$ cat config.mk
export PLATFORM = sky130hd
export DESIGN_NAME = multi_drive_step_tone_generator_top
export DESIGN_NICKNAME = d
export VERILOG_FILES = /design/src/rtl/mdstg_pkg.sv /design/src/rtl/multi_drive_step_tone_generator_top.sv /design/src/rtl/mdstg_drive.sv
export SDC_FILE = /design/constraint.sdc
export NUM_CORES = 1
export LEC_CHECK = 0
export BUFFER_PORTS_ARGS = -buffer_cell sky130_fd_sc_hd__buf_4
export CAP_MARGIN = 30
export CELL_PAD_IN_SITES_DETAIL_PLACEMENT = 1
export CELL_PAD_IN_SITES_GLOBAL_PLACEMENT = 2
export CORE_MARGIN = 4
export CORE_UTILIZATION = 25
export CTS_BUF_LIST = sky130_fd_sc_hd__clkbuf_4 sky130_fd_sc_hd__clkbuf_8
export DETAILED_ROUTE_END_ITERATION = 6
export PLACE_DENSITY = 0.58
export SLEW_MARGIN = 20
export SYNTH_ARGS = -nofsm -noshare
export SYNTH_HDL_FRONTEND = slang
export SYNTH_SLANG_ARGS = --single-unit
$ cat constraint.sdc
create_clock -name clk -period 4.5 [get_ports clk]
set_input_delay 0.9 -clock clk [delete_from_list [all_inputs] [get_ports clk]]
set_output_delay 0.9 -clock clk [all_outputs]
set_load 0.05 [all_outputs]
$ cat src/rtl/mdstg_pkg.sv
// shared types and constants of the multi-drive step tone generator
// used by mdstg_drive and multi_drive_step_tone_generator_top; no dependencies
package mdstg_pkg;

  localparam int REQ_W          = 2;
  localparam int DRIVE_IDX_W    = 3;
  localparam int PERIOD_FIELD_W = 16;
  localparam int POS_W          = 8;
  localparam int LEVELS_W       = 8;

  // tdata widths, padded up to whole bytes
  localparam int IN_DATA_W  = 24;
  localparam int OUT_DATA_W = 24;

  localparam logic [POS_W-1:0] POS_LIMIT_RST = 8'd158;

  typedef enum logic [REQ_W-1:0] {
    REQ_TICK       = 2'd0,
    REQ_SET_PERIOD = 2'd1,
    REQ_CLEAR_ALL  = 2'd2,
    REQ_NONE       = 2'd3
  } req_t;

  // one decoded request, valid only in the cycle the item is processed
  typedef struct packed {
    logic tick;
    logic set_period;
    logic clear_all;
  } drive_cmd_t;

endpackage

$ cat src/rtl/multi_drive_step_tone_generator_top.sv
// top level of the multi-drive step tone generator: input register, drive array,
// result register and the position limit register; depends on mdstg_pkg, mdstg_drive
//
//  channel | direction | handshake           | payload
//  --------+-----------+---------------------+------------------------------------------
//  in_     | slave     | in_tvalid/in_tready | tuser req_type, tdata drive, period
//  out_    | master    | out_tvalid/tready   | tdata step, direction, stepped masks
//  cfg_    | slave     | cfg_tvalid/tready   | tdata position limit
//
// one transaction per cycle in steady state while out_tready is high; an input passes
// through the input register, then through the drive update into the result register.
// rst_n is synchronous: all drives stop at position zero, the position limit returns to 158.
// a stalled result holds while one more input waits in the input register;
// in_tready drops only when both registers are full and out_tready is low.
module multi_drive_step_tone_generator_top #(
  parameter int DRIVES      = 8,
  parameter int PERIOD_BITS = 16
) (
  input  logic                                clk,
  input  logic                                rst_n,
  input  logic                                in_tvalid,
  output logic                                in_tready,
  input  logic [mdstg_pkg::IN_DATA_W-1:0]     in_tdata,   // drive[2:0], period[18:3], zeros
  input  logic [mdstg_pkg::REQ_W-1:0]         in_tuser,   // req_type[1:0]
  output logic                                out_tvalid,
  input  logic                                out_tready,
  output logic [mdstg_pkg::OUT_DATA_W-1:0]    out_tdata,  // step[7:0], direction[15:8],
                                                          // stepped[23:16]
  input  logic                                cfg_tvalid,
  output logic                                cfg_tready,
  input  logic [mdstg_pkg::POS_W-1:0]         cfg_tdata   // position limit[7:0]
);

  localparam int PF = mdstg_pkg::PERIOD_FIELD_W;
  localparam int DI = mdstg_pkg::DRIVE_IDX_W;

  logic                                in_valid_r;
  mdstg_pkg::req_t                     req_r;
  logic [DI-1:0]                       drive_r;
  logic [PF-1:0]                       period_r;
  logic                                out_valid_r;
  logic [mdstg_pkg::OUT_DATA_W-1:0]    out_data_r, out_data_nxt;
  logic [mdstg_pkg::POS_W-1:0]         pos_limit_r;
  logic                                fire;
  mdstg_pkg::drive_cmd_t               cmd;
  logic [PERIOD_BITS-1:0]              period_w;
  logic [DRIVES-1:0]                   pins, dirs, steps;

  assign fire      = in_valid_r && (!out_valid_r || out_tready);
  assign in_tready = !in_valid_r || fire;

  always_ff @(posedge clk) begin
    if (!rst_n) begin
      in_valid_r <= 1'b0;
    end else if (in_tready) begin
      in_valid_r <= in_tvalid;
    end
  end

  always_ff @(posedge clk) begin
    if (in_tready && in_tvalid) begin
      req_r    <= mdstg_pkg::req_t'(in_tuser);
      drive_r  <= in_tdata[DI-1:0];
      period_r <= in_tdata[DI+PF-1:DI];
    end
  end

  assign cfg_tready = 1'b1;

  always_ff @(posedge clk) begin
    if (!rst_n) begin
      pos_limit_r <= mdstg_pkg::POS_LIMIT_RST;
    end else if (cfg_tvalid) begin
      pos_limit_r <= cfg_tdata;
    end
  end

  always_comb begin
    cmd = '0;
    if (fire) begin
      case (req_r)
        mdstg_pkg::REQ_TICK:       cmd.tick       = 1'b1;
        mdstg_pkg::REQ_SET_PERIOD: cmd.set_period = 1'b1;
        mdstg_pkg::REQ_CLEAR_ALL:  cmd.clear_all  = 1'b1;
        default:                   cmd            = '0;
      endcase
    end
  end

  // fit the 16-bit period field to the counter width
  generate
    if (PERIOD_BITS > PF) begin : g_per_wide
      assign period_w = {{(PERIOD_BITS-PF){1'b0}}, period_r};
    end else if (PERIOD_BITS == PF) begin : g_per_same
      assign period_w = period_r;
    end else begin : g_per_narrow
      assign period_w = period_r[PERIOD_BITS-1:0];
    end
  endgenerate

  generate
    for (genvar g = 0; g < DRIVES; g++) begin : g_drive
      mdstg_drive #(
        .PERIOD_BITS (PERIOD_BITS)
      ) u_drive (
        .clk          (clk),
        .rst_n        (rst_n),
        .cmd          (cmd),
        .sel          (drive_r == DI'(g)),
        .period       (period_w),
        .pos_limit    (pos_limit_r),
        .pin_nxt      (pins[g]),
        .dir_nxt      (dirs[g]),
        .stepped      (steps[g])
      );
    end
  endgenerate

  assign out_data_nxt = {mdstg_pkg::LEVELS_W'(steps),
                         mdstg_pkg::LEVELS_W'(dirs),
                         mdstg_pkg::LEVELS_W'(pins)};

  always_ff @(posedge clk) begin
    if (!rst_n) begin
      out_valid_r <= 1'b0;
    end else if (fire) begin
      out_valid_r <= 1'b1;
    end else if (out_tready) begin
      out_valid_r <= 1'b0;
    end
  end

  always_ff @(posedge clk) begin
    if (fire) begin
      out_data_r <= out_data_nxt;
    end
  end

  assign out_tvalid = out_valid_r;
  assign out_tdata  = out_data_r;

endmodule

$ cat src/rtl/mdstg_drive.sv
// one drive channel: period, tick counter, head position, direction and step level
// depends on mdstg_pkg for the command struct and position width
module mdstg_drive #(
  parameter int PERIOD_BITS = 16
) (
  input  logic                          clk,
  input  logic                          rst_n,
  input  mdstg_pkg::drive_cmd_t         cmd,
  input  logic                          sel,
  input  logic [PERIOD_BITS-1:0]        period,
  input  logic [mdstg_pkg::POS_W-1:0]   pos_limit,
  output logic                          pin_nxt,
  output logic                          dir_nxt,
  output logic                          stepped
);

  logic [PERIOD_BITS-1:0]        period_r, period_nxt;
  logic [PERIOD_BITS-1:0]        count_r, count_nxt;
  logic [mdstg_pkg::POS_W-1:0]   pos_r, pos_nxt;
  logic                          back_r;
  logic                          level_r, level_nxt;
  logic                          pin_r;
  logic [PERIOD_BITS-1:0]        count_inc;
  logic                          turn_back;

  assign count_inc = count_r + 1'b1;

  always_comb begin
    period_nxt = period_r;
    count_nxt  = count_r;
    pos_nxt    = pos_r;
    dir_nxt    = back_r;
    level_nxt  = level_r;
    pin_nxt    = pin_r;
    stepped    = 1'b0;
    turn_back  = back_r;

    if (cmd.tick && (period_r != '0)) begin
      if (count_inc >= period_r) begin
        stepped   = 1'b1;
        count_nxt = '0;
        // reverse at the limit, go forward again at zero
        if (pos_r >= pos_limit) begin
          turn_back = 1'b1;
        end else if (pos_r == '0) begin
          turn_back = 1'b0;
        end
        dir_nxt   = turn_back;
        pos_nxt   = turn_back ? pos_r - 1'b1 : pos_r + 1'b1;
        pin_nxt   = level_r;
        level_nxt = ~level_r;
      end else begin
        count_nxt = count_inc;
      end
    end

    if (cmd.set_period && sel) begin
      period_nxt = period;
    end

    // tick count and step level survive a clear of all drives
    if (cmd.clear_all) begin
      period_nxt = '0;
      pos_nxt    = '0;
      dir_nxt    = 1'b0;
      pin_nxt    = 1'b0;
    end
  end

  always_ff @(posedge clk) begin
    if (!rst_n) begin
      period_r <= '0;
      count_r  <= '0;
      pos_r    <= '0;
      back_r   <= 1'b0;
      level_r  <= 1'b0;
      pin_r    <= 1'b0;
    end else begin
      period_r <= period_nxt;
      count_r  <= count_nxt;
      pos_r    <= pos_nxt;
      back_r   <= dir_nxt;
      level_r  <= level_nxt;
      pin_r    <= pin_nxt;
    end
  end

endmodule
==> run_results.csv <==
group,metric,value,unit
setup_path,start_kind,"register",
logic_synthesis,syn_area,23460,um2
floorplanning,core,93190,um2
routing,via_per_inst,4.753,
power,power.leakage,0.01192,uW
sta,max_clock_freq,0.2535,GHz
setup_path,crit_type,"register to register",
sta,finalCritPeriodShare,87.66,%
floorplanning,rows,112,
clock_network,cts_made_buffers,81,
status,status,"finished, final reports clean",
clock_network,cts_tree,"built",
sta,setup_viol,0,
sta,finalSetupTns,0,ps
global_routing,grt_pass1_vias,20530,
logic_synthesis,synth.distinct_cells,75,
floorplanning,pin_count,66,
setup_path,crit_slowest_cell,"dfxtp_1",
logic_synthesis,ys.flop_type,"dfxtp_1",
logic_synthesis,muxShareOfSynthArea,5.985,%
global_routing,antenna_found_initial,2,
global_routing,grt_usage,14.52,%
sta,skew,38.36,ps
setup_path,rr_worst_depth,15,
setup_path,slowest_delay,450,ps
logic_synthesis,ys_warn_count,0,
logic_synthesis,synth-xor-area-share,6.571,%
sta,report.final.slew_viol_count,0,
sta,fin_crit,3945,ps
routing,ant_nets,0,
sta,whs,387.5,ps
clock_network,post_cts_buffers,0,
setup_path,required,4900,ps
clock_network,path_clk_slew,60,ps
placed_design,port_buffers,59,
clock_network,ctsResizeCount,0,
setup_path,crit_chain,"and3_1 -> nand3_1 -> nor2_1 -> nand3_1 -> nor2_1 -> xor2_1 -> ha_1 -> a21o_1 -> a21o_1 -> a21oi_1 -> o31a_1 -> a21o_1 -> inv_1 -> mux2i_1 -> nor2_1",
power,powerDensity,295.2,nW/um2
routing,routedWlPerCell,17.60,um
global_routing,grt_max_degree,57,
sta,worst_pin_slew,851.2,ps
routing,routed-via-count,19360,
floorplanning,start_util,25.17,%
setup_path,timing.rr.start,"g_drive[2].u_drive.count_r[3]$_SDFFE_PN0P_",
logic_synthesis,synth-simple-area-share,18.82,%
logic_synthesis,synth_fa_ha_area_share,13.91,%
setup_path,crit_start,"g_drive[2].u_drive.count_r[3]$_SDFFE_PN0P_",
clock_network,hold_buffers,0,
power,vdd_drop_max,0.1816,mV
logic_synthesis,synth_top_family_by_area,"simple AND/OR/NAND/NOR gates",
floorplanning,die_area,98790,um2
final_layout,final_cell_mix,"354 x dfxtp_1, 302 x nor2_1, 248 x ha_1, 223 x nand2_1, 171 x inv_1",
sta,slew_headroom,43.22,%
placed_design,place.gp.congestion,0.7316,
clock_network,clk_path_buf_depth,3,
final_layout,syn_to_final_growth,16.13,%
setup_path,path_max_fanout,7,
clock_network,cts_root_buffer,"clkbuf_8",
clock_network,htreeDepth,3,
logic_synthesis,syn_nets,2956,
sta,hold_viol,0,
logic_synthesis,synth_compound_area_share,13.99,%
logic_synthesis,netlist_instances,2661,
routing,route.detailed.drc,0,
routing,firstDrtPassIters,6,
final_layout,final_common_cell,"dfxtp_1",
logic_synthesis,syn_avg_cell_area,8.815,um2
logic_synthesis,ys_ff_latch,399,
logic_synthesis,synthArstFlopShare,0,%
logic_synthesis,synth-edff-count,45,
clock_network,cts_sinks,399,
routing,drt-initial-drc-count,619,
global_routing,grt_overflow,0,
setup_path,cp-end-kind,"register",
clock_network,clk_latency,700,ps
worst_hold_path,min_path_cells,1,
placed_design,dp_hpwl,51.74,mm
sta,rsz0062_at_grt,"no",
final_layout,final_nets,3052,
floorplanning,die_w,314.3,um
final_layout,drive_above_1_share,10.76,%
global_routing,grt_pass1_wl,114.6,mm
job,max-cap-violations,0,
worst_hold_path,hold_class,"input pin to register",
logic_synthesis,synth_seq_area_share,35.97,%
worst_hold_path,hold_start,"in_tdata[15]",
setup_path,critical_path_arrival,4340,ps
floorplanning,dieHeight,314.3,um
routing,wl,71.67,mm
## critical path, delay by kind of cell (launching register included)
| kind | cells | cell delay [ps] |
|---|---|---|
| AOI/OAI and AO/OA | 5 | 1060 |
| xor gates and xnor gates | 1 | 180 |
| adders and majority gates | 1 | 260 |
| buffers and inverters | 1 | 120 |
| DFF | 1 | 450 |
| muxes | 1 | 240 |
| and+or+nand+nor | 6 | 1320 |
## area by class of cell
type                            instances  area, um2
Tap cell                             1254       1569
Inverter                              172      646.9
Antenna cell                            2      5.005
Fill cell                           10830      65950
Multi-Input combinational cell       1986      13950
Timing Repair Buffer                  117      930.9
Clock inverter                          8      43.79
Clock buffer                          135       1658
Sequential cell                       399       8438
## where the power goes
part	internal (uW)	switching (uW)	total [uW]
Clock	2300	1700	4000
Sequential	3630	65.9	3700
Combinational	110	238	349
## metal layers
| metal | part of all wire, % | track usage, % | up-vias |
|---|---|---|---|
| met2 | 47 | 24.73 | 204 |
| met3 | 2.9 | 2.383 | 103 |
| li1 | - | - | 9618 |
| met4 | 2.4 | 4.193 | 0 |
| met1 | 48 | 18.93 | 9434 |
| met5 | 0 | 0 | - |
## cells in the mapped netlist, types with 10 or more instances
cell type  instances  share of area (%)
dfxtp_1          354                 30
o21ai_0           72                1.5
buf_2             36               0.77
ha_1             248                 13
nor2b_1           26               0.69
nand2_1          223                3.6
and3_1            39                1.0
o21bai_1          11               0.35
a21oi_1          164                3.5
a21o_1            75                2.4
nand3_1           93                2.0
nand2b_1          21               0.56
nor3_1            33               0.70
a22oi_1           10               0.32
inv_1            172                2.8
clkbuf_1          52               0.83
and2_1            12               0.32
xnor2_1          109                4.1
a22o_1            33                1.2
a31oi_1           17               0.45
or3_1             10               0.27
edfxtp_1          45                5.8
xor2_1            67                2.5
nor2_1           302                4.8
mux2i_1          138                5.9
o41ai_1           11               0.41
a211oi_1          23               0.74
nand4_1           48                1.3
nor4_1            53                1.4
o31ai_1           21               0.67
and4_1            11               0.41
## kinds of logic after synthesis
family	after synthesis
flops	399
buf+inv	276
other cells	1
simple gates	917
fa+ha+maj	256
xor+xnor	176
mux	140
compound gates	496
## sequential cells by signal (all words and copies together) (netlist names), 8 cells and up
signal and count:
g_drive.u_drive.count_r 128, g_drive.u_drive.period_r 128, g_drive.u_drive.pos_r 64, out_tdata 24
period_r 16, g_drive.u_drive.back_r 8, g_drive.u_drive.level_r 8, g_drive.u_drive.pin_r 8
pos_limit_r 8
## final timing paths
path	endpoint	slack [ps]
max	out_tdata[10]$_DFFE_PP_	560
max reg2reg	out_tdata[10]$_DFFE_PP_	560
min reg2reg	g_drive[3].u_drive.period_r[13]$_SDFFE_PP0P_	470
min	period_r[12]$_DFFE_PP_	390
## metrics by stage
stage / util [%] / area [um2] / std cells / setup WS [ps] / power [uW]
6_report: 29.23 / 27240 / 4073 / 555.4 / 8040
5_1_grt: 29.23 / 27240 / 4072 / 161.1 / 8412
3_3_place_gp: 27.36 / 25500 / 3925 / 552.2 / 4121
3_5_place_dp: 27.40 / 25530 / 3928 / 535.8 / 4131
4_1_cts: 29.23 / 27240 / 4071 / 511.2 / 8257
2_1_floorplan: - / 23460 / 2661 / 1021 / 3937
Note: power is estimated with default switching activity, not from simulation.
